### src/rtl/cpec_pkg.sv
`default_nettype none
// ---------------------------------------------------------------------------
// cpec_pkg
// Shared types, constants and helpers for the circle pair collision unit.
// ---------------------------------------------------------------------------
package cpec_pkg;

  localparam int FRAC_BITS_DEF   = 8;
  localparam int QUEUE_DEPTH_DEF = 2;
  localparam int NORM_BITS       = 16;
  localparam int NZ_SCALE        = 1000000;
  localparam int ROOT_BITS       = 17;
  localparam int QUOT_BITS       = 17;

  typedef struct packed {
    logic signed [23:0] ax;
    logic signed [23:0] ay;
    logic signed [23:0] bx;
    logic signed [23:0] by;
    logic signed [23:0] avx;
    logic signed [23:0] avy;
    logic signed [23:0] bvx;
    logic signed [23:0] bvy;
    logic [15:0]        ra;
    logic [15:0]        rb;
  } in_t;

  typedef struct packed {
    logic signed [23:0] ax;
    logic signed [23:0] ay;
    logic signed [23:0] bx;
    logic signed [23:0] by;
    logic signed [23:0] avx;
    logic signed [23:0] avy;
    logic signed [23:0] bvx;
    logic signed [23:0] bvy;
    logic signed [24:0] dx;
    logic signed [24:0] dy;
    logic [16:0]        rsum;
    logic [33:0]        d2;
    logic               ovl;
    logic               nz;
  } item_t;

  typedef struct packed {
    logic signed [23:0] ax;
    logic signed [23:0] ay;
    logic signed [23:0] bx;
    logic signed [23:0] by;
    logic signed [23:0] avx;
    logic signed [23:0] avy;
    logic signed [23:0] bvx;
    logic signed [23:0] bvy;
    logic               ovl;
    logic               bnc;
  } res_t;

  function automatic logic signed [23:0] sat24(input logic signed [31:0] v);
    logic signed [23:0] r;
    if (v > 32'sd8388607) begin
      r = 24'sh7FFFFF;
    end else if (v < -32'sd8388608) begin
      r = 24'sh800000;
    end else begin
      r = v[23:0];
    end
    return r;
  endfunction

endpackage
`default_nettype wire

### src/rtl/cpec_front.sv
`default_nettype none
// ---------------------------------------------------------------------------
// cpec_front
// Accepts words, forms deltas and squared distance, classifies overlap and
// the near-zero distance case.
// ---------------------------------------------------------------------------
module cpec_front #(
  parameter int FRAC_BITS = cpec_pkg::FRAC_BITS_DEF
) (
  input  logic              clk,
  input  logic              rst,
  input  logic              push,
  output logic              full,
  input  cpec_pkg::in_t     din,
  output logic              o_valid,
  input  logic              o_ready,
  output cpec_pkg::item_t   o_item
);

  localparam longint unsigned NZ_THR =
    ((64'd1 << (2 * FRAC_BITS)) + 64'(cpec_pkg::NZ_SCALE) - 64'd1) / 64'(cpec_pkg::NZ_SCALE);
  localparam logic signed [24:0] UNIT = 25'sd1 <<< FRAC_BITS;

  logic               en;
  logic               v1, v2, v3;
  cpec_pkg::in_t      s1, s2;
  logic signed [24:0] dx1, dy1, dx2, dy2;
  logic [16:0]        rsum1, rsum2;
  logic signed [49:0] sqx_c, sqy_c;
  logic [48:0]        sqx2, sqy2;
  logic [33:0]        rs2;
  logic [49:0]        d2_c;
  logic               nz_c;

  assign en      = !v3 || o_ready;
  assign full    = !en;
  assign o_valid = v3;

  always_ff @(posedge clk) begin
    if (rst) begin
      v1 <= 1'b0;
      v2 <= 1'b0;
      v3 <= 1'b0;
    end else if (en) begin
      v1 <= push;
      v2 <= v1;
      v3 <= v2;
    end
  end

  assign sqx_c = dx1 * dx1;
  assign sqy_c = dy1 * dy1;
  assign d2_c  = 50'(sqx2) + 50'(sqy2);
  assign nz_c  = 64'(d2_c) < NZ_THR;

  always_ff @(posedge clk) begin
    if (en) begin
      s1    <= din;
      dx1   <= 25'(din.ax) - 25'(din.bx);
      dy1   <= 25'(din.ay) - 25'(din.by);
      rsum1 <= 17'(din.ra) + 17'(din.rb);

      s2    <= s1;
      dx2   <= dx1;
      dy2   <= dy1;
      rsum2 <= rsum1;
      sqx2  <= sqx_c[48:0];
      sqy2  <= sqy_c[48:0];
      rs2   <= rsum1 * rsum1;

      o_item.ax   <= s2.ax;
      o_item.ay   <= s2.ay;
      o_item.bx   <= s2.bx;
      o_item.by   <= s2.by;
      o_item.avx  <= s2.avx;
      o_item.avy  <= s2.avy;
      o_item.bvx  <= s2.bvx;
      o_item.bvy  <= s2.bvy;
      o_item.dx   <= nz_c ? UNIT : dx2;
      o_item.dy   <= nz_c ? 25'sd0 : dy2;
      o_item.rsum <= rsum2;
      o_item.d2   <= d2_c[33:0];
      o_item.ovl  <= d2_c < 50'(rs2);
      o_item.nz   <= nz_c;
    end
  end

endmodule
`default_nettype wire

### config.mk
export PLATFORM = sky130hd
export DESIGN_NAME = cpec_front
export DESIGN_NICKNAME = d
export VERILOG_FILES = /design/src/rtl/cpec_pkg.sv /design/src/rtl/cpec_front.sv
export SDC_FILE = /design/constraint.sdc
export NUM_CORES = 2
export LEC_CHECK = 0
export ABC_AREA = 0
export BUFFER_PORTS_ARGS = -buffer_cell sky130_fd_sc_hd__buf_4
export CAP_MARGIN = 5
export CORE_MARGIN = 2
export CORE_UTILIZATION = 50
export CTS_CLUSTER_DIAMETER = 100
export DETAILED_ROUTE_END_ITERATION = 7
export MAX_ROUTING_LAYER = met4
export PLACE_DENSITY = 0.68
export SYNTH_ARGS = -nofsm -noshare
export SYNTH_HDL_FRONTEND = slang
export SYNTH_SLANG_ARGS = --single-unit
### constraint.sdc
create_clock -name clk -period 40.9 [get_ports clk]
set_clock_uncertainty 0.15 [all_clocks]
set_input_delay 6.135 -clock clk [delete_from_list [all_inputs] [get_ports clk]]
set_output_delay 6.135 -clock clk [all_outputs]
set_load 0.01 [all_outputs]
After elaboration in Yosys (flattened, before gate mapping):

Cells that the tools add are included.
W data, S select, Z words.

* bits in registers: 948
* input port bits: 228
* output and inout port bits: 297
* logic and storage cells: 54

* add/sub/neg operators: 4
* multipliers: 3
* order comparisons: 2
* reduce and logical (&&, ||, !) cells: 3

Operator list (count)
* $mul A25 B25 Y49: 2
* $add A49 B49 Y50: 1
* $lt A50 B1 Y1 const B: 1
* $lt A50 B34 Y1: 1
* $sub A24 B24 Y25: 2
* $mul A17 B17 Y34: 1
* $add A16 B16 Y17: 1
* $logic_not A1 Y1: 2
* $logic_or A1 B1 Y1: 1

Longest topological paths before layout:

* word-level depth: 3
* mapped depth: 30
* depth with buffers taken out: 28

Worst setup path before layout:

OpenSTA, ideal clock, no wires.

* path kind: input-to-output
* from: input o_ready
* to: output full
* data arrival time: 31763 ps
* data required time: 34615 ps
* path slack: 2852 ps
* stages on the path: 2
* path buffers: 0
* path through: nand2b_1 > inv_1

* cells in the longest elaborated chain, start to end: 2

RTL lines
* start: declaration: RTL line cpec_front.sv:16 `input logic o_ready,`
* $logic_or A1 B1 Y1: RTL line cpec_front.sv:35 `assign en = !v3 || o_ready;`
* $logic_not A1 Y1: RTL line cpec_front.sv:36 `assign full = !en;`
* end: declaration: RTL line cpec_front.sv:13 `output logic full,`

Every way passes these cells.

Final worst setup path:

Same ends and word-level chain as after synthesis.

==> results.py <==
metrics = {
    "clocking": {
        "clock_sinks": 942,
        "root_buffer": "clkbuf_16",
        "cts_buffers": 102,
        "clk_pin_slew_ns": 0.06,
        "htree_levels": 3,
        "cts_tree": "yes",
        "cts_resized": 0,
        "cts_buffer_depth": 3,
        "hold_buffers": 0,
        "cts_setup_buffers": 0,
        "clock_latency_ns": 0.78,
    },
    "yosys": {
        "synth_edf_count": 939,
        "synth_ff_type": "edfxtp_1",
        "synth_seq_cells": 942,
        "yosysTopAreaCell": "edfxtp_1",
        "yosysWarnings": 0,
        "synth_top_area_share_pct": 33.7,
        "syn_nets": 9324,
        "synthArstFlopShare_pct": 0,
        "syn_area_mm2": 0.0838,
        "ys_seq_area_share_pct": 33.7,
        "syn_avg_cell_area_um2": 11.7,
        "ys_types": 79,
        "synth_area_leaders": "edfxtp_1, fa_1, ha_1",
        "postSynthCellCount": 7152,
        "synth_most_common_cell": "inv_1",
        "synthTopCellsByCount": "inv_1, fa_1, edfxtp_1, ha_1, nand2_1",
    },
    "timing": {
        "maxSlewViolCount": 0,
        "hold_slack_ns": 0.228,
        "hold_viol_final": 0,
        "timing.fmax_mhz": 73.5,
        "tightest_slew_ns": 1.10,
        "final-setup-viol-count": 0,
        "fin_tns_setup_ns": 0,
        "slew_headroom_pct": 26.4,
        "grt_setup_unrepaired": "false",
        "fin_crit_sh_pct": 33.3,
        "fin_crit_ns": 13.61,
    },
    "setup_path": {
        "path_class": "primary input to output port",
        "r2r-end": "sqy2[48]$_DFFE_PN_",
        "critPathMaxFanout": 70,
        "ff2ff_path_depth": 26,
        "cp.required_ns": 34.62,
        "worst_r2r_startpoint": "dy1[4]$_DFFE_PN_",
        "end_kind": "output port",
        "regToRegSetupSlack_ns": 32.10,
        "arrival_ns": 7.32,
        "crit_path_start_kind": "primary input",
        "crit_start": "o_ready",
    },
    "placed_design": {
        "place.gp.congestion": 0.890,
        "dpl.cell_count": 9786,
        "portBuffers": 524,
        "dpl.hpwl_um": 142000,
    },
    "hold_path": {
        "hp-class": "flop to flop",
        "min-delay-start": "s2[48]$_DFFE_PN_",
        "hold_depth": 0,
        "hold_end": "o_item[119]$_DFFE_PN_",
    },
    "floorplanning": {
        "dieArea_mm2": 0.171,
        "dieWidth_um": 413,
        "die_y_um": 413,
        "start_util_pct": 50.2,
        "ios": 525,
        "core_area_mm2": 0.167,
        "core.rowCount": 150,
    },
    "global_route": {
        "grt_pass1_wl_um": 294000,
        "met2_usage_pct": 37.8,
        "grt.total_usage_pct": 22.7,
        "grt_max_degree": 89,
        "antenna_found_initial": 5,
        "grt_util_met3_pct": 2.99,
        "grt.busiest_layer": "met2",
        "first_global_vias": 56100,
        "grt_overflow": 0,
        "met1_usage_pct": 29.1,
    },
    "layout": {
        "area_growth_pct": 11.9,
        "fin_util_pct": 56.2,
        "final_nets": 9858,
        "fin_cells": 9976,
        "layout-drive-gt1-share_pct": 10.6,
    },
    "route": {
        "drc": 0,
        "drtAntennaViolNets": 0,
        "drt_iter0_markers": 3155,
        "firstDrtPassIters": 6,
        "post_drt_wl_per_cell_um": 18.3,
        "vias": 51500,
        "viasPerCell": 5.16,
        "finalWirelength_um": 183000,
    },
    "run": {
        "cap_violations": 0,
    },
    "outcome": {
        "outcome": "finished, final reports clean",
    },
}
-- cells in the final DEF (no fill, tap or decap), drive strengths merged, types with 21 or more instances in the layout --
cell type	n
nor2	194
nand4	31
nand2	549
o21bai	27
a211oi	21
inv	1805
clkbuf	126
nor2b	70
and2	341
edfxtp	939
buf	589
ha	553
nand3	40
a21o	109
a21oi	198
xnor2	184
nor3	38
fa	1391
nand2b	36
o21a	36
a31oi	29
clkinv	43
o21ai	127
xor2	56
-- registers in the layout, indices dropped and copies added, names as in the netlist, 32 cells and up --
register / flops
o_item: 295
rs2: 32
s1: 192
s2: 192
sqx2: 47
sqy2: 47
-- layer usage --
layer  vias to the layer above  part of all wire, %
li1                      23500                    -
met1                     26300                   41
met2                      1423                   50
met3                       328                  5.7
met4                         0                  2.9
met5                         -                    0
-- through the flow --
step           setup WS [ns]  area (µm²)
3_5_place_dp           27.27       90400
5_1_grt                27.16       93700
6_report               27.29       93700
2_1_floorplan           2.85       83800
4_1_cts                27.28       93700
3_3_place_gp           27.30       90400
-- cell type report --
cell class	instances	area, µm²
Tap cell	2204	2760
Fill cell	13900	73100
Clock inverter	62	681
Antenna cell	2	5.00
Sequential cell	942	28300
Multi-Input combinational cell	4253	48200
Clock buffer	126	2700
Timing Repair Buffer	589	4420
Inverter	1798	6750
-- how the worst max path moves through the flow --
stage | end | depth (start not counted)
final | full | 4
after global routing | full | 4
after CTS | full | 4
after detailed placement | full | 4
after global placement | full | 4
after floorplan | full | 2
-- critical path: stages --
cell and delay [ns]:
buf_4 0.08, nand2b_4 0.67, inv_1 0.21, buf_4 0.20
-- logic make-up after synthesis --
logic type                 synth area share, %
xor gates and xnor gates                  2.51
adders and majority gates                 41.5
muxes                                   0.0762
and+or+nand+nor                           8.19
DFF                                       33.7
buffers and inverters                     8.78
AOI/OAI and AO/OA                         5.20
Power is not shown: default switching activity piles up to over one toggle a cycle in this logic, so the estimate is an artifact.
