### config.mk
export PLATFORM = sky130hd
export DESIGN_NAME = cpec_queue
export DESIGN_NICKNAME = d
export VERILOG_FILES = /design/src/rtl/cpec_pkg.sv /design/src/rtl/cpec_queue.sv
export SDC_FILE = /design/constraint.sdc
export NUM_CORES = 1
export LEC_CHECK = 0
export ABC_AREA = 1
export ABC_CLOCK_PERIOD_IN_PS = 1300
export BUFFER_PORTS_ARGS = -buffer_cell sky130_fd_sc_hd__buf_2
export CORE_MARGIN = 1.5
export CORE_UTILIZATION = 44
export DETAILED_ROUTE_END_ITERATION = 10
export PLACE_DENSITY = 0.74
export SYNTH_ARGS = -nofsm -noshare
export SYNTH_HDL_FRONTEND = slang
export SYNTH_SLANG_ARGS = --single-unit
### constraint.sdc
create_clock -name clk -period 1.3 [get_ports clk]
set_input_delay 0 -clock clk [delete_from_list [all_inputs] [get_ports clk]]
set_output_delay 0 -clock clk [all_outputs]
set_load 0.01 [all_outputs]
### src/rtl/cpec_pkg.sv
`default_nettype none
// ---------------------------------------------------------------------------
// cpec_pkg
// Shared types, constants and helpers for the circle pair collision unit.
// ---------------------------------------------------------------------------
package cpec_pkg;

  localparam int FRAC_BITS_DEF   = 8;
  localparam int QUEUE_DEPTH_DEF = 2;
  localparam int NORM_BITS       = 16;
  localparam int NZ_SCALE        = 1000000;
  localparam int ROOT_BITS       = 17;
  localparam int QUOT_BITS       = 17;

  typedef struct packed {
    logic signed [23:0] ax;
    logic signed [23:0] ay;
    logic signed [23:0] bx;
    logic signed [23:0] by;
    logic signed [23:0] avx;
    logic signed [23:0] avy;
    logic signed [23:0] bvx;
    logic signed [23:0] bvy;
    logic [15:0]        ra;
    logic [15:0]        rb;
  } in_t;

  typedef struct packed {
    logic signed [23:0] ax;
    logic signed [23:0] ay;
    logic signed [23:0] bx;
    logic signed [23:0] by;
    logic signed [23:0] avx;
    logic signed [23:0] avy;
    logic signed [23:0] bvx;
    logic signed [23:0] bvy;
    logic signed [24:0] dx;
    logic signed [24:0] dy;
    logic [16:0]        rsum;
    logic [33:0]        d2;
    logic               ovl;
    logic               nz;
  } item_t;

  typedef struct packed {
    logic signed [23:0] ax;
    logic signed [23:0] ay;
    logic signed [23:0] bx;
    logic signed [23:0] by;
    logic signed [23:0] avx;
    logic signed [23:0] avy;
    logic signed [23:0] bvx;
    logic signed [23:0] bvy;
    logic               ovl;
    logic               bnc;
  } res_t;

  function automatic logic signed [23:0] sat24(input logic signed [31:0] v);
    logic signed [23:0] r;
    if (v > 32'sd8388607) begin
      r = 24'sh7FFFFF;
    end else if (v < -32'sd8388608) begin
      r = 24'sh800000;
    end else begin
      r = v[23:0];
    end
    return r;
  endfunction

endpackage
`default_nettype wire

### src/rtl/cpec_queue.sv
`default_nettype none
// ---------------------------------------------------------------------------
// cpec_queue
// Small register FIFO; full and empty come straight from the fill count.
// ---------------------------------------------------------------------------
module cpec_queue #(
  parameter int WIDTH = 8,
  parameter int DEPTH = cpec_pkg::QUEUE_DEPTH_DEF
) (
  input  logic             clk,
  input  logic             rst,
  input  logic             push,
  input  logic [WIDTH-1:0] din,
  output logic             full,
  input  logic             pop,
  output logic [WIDTH-1:0] dout,
  output logic             empty
);

  localparam int AW = (DEPTH > 1) ? $clog2(DEPTH) : 1;
  localparam int CW = $clog2(DEPTH + 1);

  logic [WIDTH-1:0] mem [DEPTH];
  logic [AW-1:0]    wp;
  logic [AW-1:0]    rp;
  logic [CW-1:0]    cnt;
  logic             wr;
  logic             rd;

  assign full  = (cnt == CW'(DEPTH));
  assign empty = (cnt == '0);
  assign wr    = push && !full;
  assign rd    = pop && !empty;
  assign dout  = mem[rp];

  always_ff @(posedge clk) begin
    if (rst) begin
      wp  <= '0;
      rp  <= '0;
      cnt <= '0;
    end else begin
      if (wr) begin
        wp <= (wp == AW'(DEPTH - 1)) ? '0 : wp + 1'b1;
      end
      if (rd) begin
        rp <= (rp == AW'(DEPTH - 1)) ? '0 : rp + 1'b1;
      end
      if (wr && !rd) begin
        cnt <= cnt + 1'b1;
      end else if (rd && !wr) begin
        cnt <= cnt - 1'b1;
      end
    end
  end

  always_ff @(posedge clk) begin
    if (wr) begin
      mem[wp] <= din;
    end
  end

endmodule
`default_nettype wire

=== Word-level counts from Yosys, hierarchy flattened ===
Memory sizes are Yosys's and may differ from the RTL's. A register that Yosys moved wholly into a read port is not among the register bits.
Cells that the tools add are included.

* Flip-flop bits (word level): 4
* RAM bits: 16
* Bits of input ports: 12
* Output and inout bits: 10
* Memories kept: 1

* $add $sub $neg: 4
* Equality and inequality tests: 1
* Multiplexer cells: 8
* Reductions and logical operators: 10

{| class="wikitable"
|+ Memories
! memory !! words !! bits a word !! rd ports !! clocked after memory_dff !! wr ports !! line !! source
|-
| mem || 2 || 8 || 1 || 1 || 1 || cpec_queue.sv:23 || <nowiki>logic [WIDTH-1:0] mem [DEPTH];</nowiki>
|}

{| class="wikitable"
|+ Operators by type and width
! operator !! count
|-
| $mux W1 || 6
|-
| $logic_and A1 B1 Y1 || 4
|-
| $logic_not A1 Y1 || 4
|-
| $mux W2 || 2
|-
| $add A1 B1 Y1 const B || 2
|-
| $add A2 B1 Y2 const B || 1
|-
| $eq A2 B2 Y1 const B || 1
|-
| $logic_not A2 Y1 || 1
|-
| $reduce_bool A2 Y1 || 1
|-
| $sub A2 B1 Y2 const B || 1
|}

=== Logic depth before layout (Yosys ltp) ===
* Word-level depth: 7
* Gate-level depth with buffers: 10

=== Worst setup path before layout ===
No wires, ideal clock.

* Path type: register to register
* Start: register cnt[0]
* End: memory mem[1][0] (enable)
* Library setup time: 370 ps
* Arrival: 951 ps
* Data required time: 930 ps
* Path slack: -21 ps
* Stages on the path, launching flop included: 3
* Clock period less this slack: 1321 ps
* Cells stage by stage: dfxtp_1 > o21ai_2 > nor2_1

* Longest elaborated chain between the ends: 5

{| class="wikitable"
|+ RTL lines
! item !! line !! source
|-
| start: declaration || cpec_queue.sv:26 || <nowiki>logic [CW-1:0] cnt;</nowiki>
|-
| start signal: assignment || cpec_queue.sv:49 || <nowiki>cnt <= cnt + 1'b1;</nowiki>
|-
| start signal: assignment || cpec_queue.sv:51 || <nowiki>cnt <= cnt - 1'b1;</nowiki>
|-
| $eq A2 B2 Y1 || cpec_queue.sv:30 || <nowiki>assign full = (cnt == CW'(DEPTH));</nowiki>
|-
| $logic_not A1 Y1 || cpec_queue.sv:32 || <nowiki>assign wr = push && !full;</nowiki>
|-
| $logic_and A1 B1 Y1 || cpec_queue.sv:32 ||
|-
| $mux W1 || cpec_queue.sv:57 || <nowiki>if (wr) begin</nowiki>
|-
| $mux W1 (implied by the code) || cpec_queue.sv:58 || <nowiki>mem[wp] <= din;</nowiki>
|-
| end: declaration || cpec_queue.sv:23 ||
|}

No other way between the ends.

=== Final worst setup path ===
* Start: register cnt[0]
* End: memory mem[0][3] (enable)

The elaborated chain is that of the path after synthesis.

==> summary.md <==
| Metric | Value |
|---|---|
| Status | `complete, no violations` |
| Final Non-Filler Cells | `128` |
| Mapped Area | `828 um2` |
| Area contributors post-synth | `edfxtp_1 (58%), dfxtp_1 (12%), mux2_2 (11%)` |
| DP Area | `0.00100 mm2` |
| Setup Skew | `0.00457 ns` |
| CTS tree | `done` |
| Critical-path top delay cell | `dfxtp_2` |
| PnR Total Power | `0.00203 W` |
| Drt pass-1 iters | `4` |
| CTS root buffer | `clkbuf_4` |
| Antenna diodes | `0` |
| Gate Count Post-Synth | `62` |
| All-layer global routing usage | `14.5%` |
| Most Frequent Cell on Critical Path | `buf_4` |
| Worst-margin pin slew | `0.193 ns` |
| # port buffers | `21` |
| Worst path required time | `1.32 ns` |
| Worst min path class | `input pin to register` |
| Clock sinks | `21` |
| Die area | `0.00215 mm2` |
| Clock Power Share | `14.8%` |
| Die height | `46.4 um` |
| Worst VDD drop | `1200 uV` |
| Yosys cell types | `16` |
| Share of power burned in combinational logic | `38.5%` |
| Ys flop type | `edfxtp_1` |
| Worst Path Arrival | `1.29 ns` |
| Initial antenna violation count | `0` |
| Avg WL per Cell | `11.2 um` |
| Top cells by count, synth | `edfxtp_1 (16), nor2_1 (9), mux2_2 (8)` |
| Routed Antenna Nets | `0` |
| Hpwl dp | `966 um` |
| Flop pwr share | `46.7%` |
| Synth area leader | `edfxtp_1` |
| Vias per cell | `4.52` |
| Final GP Congestion | `0.703` |
| Synth top area share | `58.0%` |
| Count leader, synth | `edfxtp_1` |
| Clock slew at reported path FFs | `0.11 ns` |
| Yosys warning total | `0` |
| Starting density of the core | `47.5%` |
| Max-Slew Margin vs Limit | `87.1%` |
| Syn Nets | `75` |
| Startpoint Class | `register` |
| Number of global-route vias before repair | `545` |
| Fraction of layout cells with a size suffix above 1 | `50.5%` |
| Max stage delay on crit path | `0.40 ns` |
| Routed Wire Length | `1.43 mm` |
| Clock buffer depth | `2` |
| PwrDens | `1740 mW/mm2` |
| Via count of the routed design | `579` |
| First-pass GRT wire length | `2.05 mm` |
| Lkg Pwr | `0.488 nW` |
| CP Cell Sequence | `o21ai_2 -> buf_4 -> nor2_1 -> buf_4` |
| Number of flops mapped to enable cells by yosys | `16` |
| #FFs+latches synth | `21` |
| CTS HTree Levels | `1` |
| Max FO, Critical Path | `6` |
| Fmax | `0.784 GHz` |
| Placed Cells incl. Taps | `113` |
| Sw frac | `31.6%` |
| Design area | `0.00117 mm2` |
| Psw | `0.000640 W` |
| Clk_lat worst skew | `0.29 ns` |
| Core footprint | `0.00175 mm2` |
| CTS Buf Count | `3` |
| Rows | `15` |
| Syn avg cell area | `13.4 um2` |
| Area Growth Syn to Fin | `40.8%` |
| CP Capture Type | `register` |
| Max-slew violation count | `0` |
| RSZ-0062 raised after global routing | `true` |
| Die X | `46.4 um` |
| Initial detailed-routing violation count | `13` |
| Worst R2R Setup Slack | `0.02 ns` |
| Sequential area share after synthesis | `70.1%` |
| Count of boundary I/O pins | `22` |
| Post-layout minimum cycle time | `1.28 ns` |
| Synth async-reset ratio | `0%` |
| Max-cap violations | `0` |
| Global route overflow | `0` |
| Critical path class | `register to register` |
| DRC Markers | `0` |
| Nets | `117` |
| P_int | `0.00139 W` |
| Final Hold Viols | `0` |
| Final setup viols | `0` |
| Hold slack | `0.0738 ns` |
| Largest net degree at the start of global routing | `13` |
| Period utilization | `98.1%` |
[registers in the layout (all words and copies together), names as in the netlist, named ones only]
signal  count
mem        16
cnt         2
rp          1
wp          1
[worst max-delay path: cells and delay by family, from the launching register on]
kind	cells	cell delay, ns
flops	1	0.40
simple gates	1	0.16
compound gates	1	0.09
buf+inv	2	0.33
[through the flow]
stage,setup WS (ns),utilization (%),TNS (ns)
after detailed placement,-0.0300,57.6,-0.0370
after floorplan,-0.0212,-,-0.338
after global placement,0.0388,57.6,0
after global routing,-0.0111,66.8,-0.0668
after CTS,0.0185,65.4,0
final,0.0249,66.8,0
[repair_timing]
| action | CTS | global route |
|---|---|---|
| endpoints found under the setup margin | 10 | 6 |
| pin swaps | 1 | 5 |
| hold buffers | 9 | 0 |
| resized for setup | 6 | 4 |
| buffers inserted | 1 | 1 |
| gates cloned | 0 | 0 |
| hold endpoints to repair | 18 | 0 |
[power by group through the flow]
| stage | clock (W) | combinational (W) | sequential (W) |
|---|---|---|---|
| after floorplan | 0 | 0.000412 | 0.000927 |
| after global placement | 0 | 0.000642 | 0.000941 |
| after detailed placement | 0 | 0.000667 | 0.000945 |
| after CTS | 0.000306 | 0.000724 | 0.000946 |
| after global routing | 0.000341 | 0.000854 | 0.000962 |
| final | 0.000300 | 0.000779 | 0.000947 |
[cells in the final DEF, fill, tap and decap left out]
cell type | Yosys | final
buf_4 | 0 | 8
clkinv_2 | 0 | 1
and2_4 | 1 | 1
dlygate4sd3_1 | 0 | 9
nand2_1 | 4 | 4
nand4_1 | 1 | 1
edfxtp_1 | 16 | 16
nand3_1 | 1 | 1
mux2_2 | 8 | 8
o21ai_2 | 2 | 1
dfxtp_4 | 0 | 1
inv_4 | 0 | 1
buf_2 | 1 | 21
dfxtp_1 | 5 | 2
inv_2 | 2 | 3
dfxtp_2 | 0 | 2
inv_1 | 7 | 5
o21ai_4 | 0 | 1
o21ai_1 | 1 | 1
clkbuf_4 | 0 | 3
a21oi_1 | 1 | 1
o21ai_0 | 2 | 2
nor2_1 | 9 | 9
ha_4 | 0 | 1
[per-layer routing]
metal | track usage, % | up-vias | wire length [um]
met5 | 0 | - | 0
met4 | 9.71 | 0 | 10
met3 | 5.10 | 2 | 47
met2 | 25.3 | 11 | 779
met1 | 14.0 | 273 | 591
li1 | - | 293 | -
[area by class of cell]
cell class	count	area (um2)
sequential	21	587
multi-input combinational	31	229
inverter	9	36.3
tap	25	31.3
timing repair buffer	38	255
fill	136	579
clock buffer	3	22.5
clock inverter	1	5.00
[cell families after synthesis]
kind of cell             count (synthesis)  share of synthesized area, %
AO/OA/AOI/OAI                            6                          4.53
adder cells (fa/ha/maj)                  1                          1.51
flip-flops                              21                          70.1
AND/OR/NAND/NOR                         16                          8.31
buffers and inverters                   10                          4.68
multiplexers                             8                          10.9
[path summary, 6_finish.rpt]
kind | startpoint | end | cells past startpoint
setup reg to reg | cnt[0] | mem[0][3] | 4
hold / removal | push | wp | 5
setup / recovery | cnt[0] | mem[0][3] | 4
hold reg to reg | wp | wp | 2
Power figures use the tool's default switching activity.
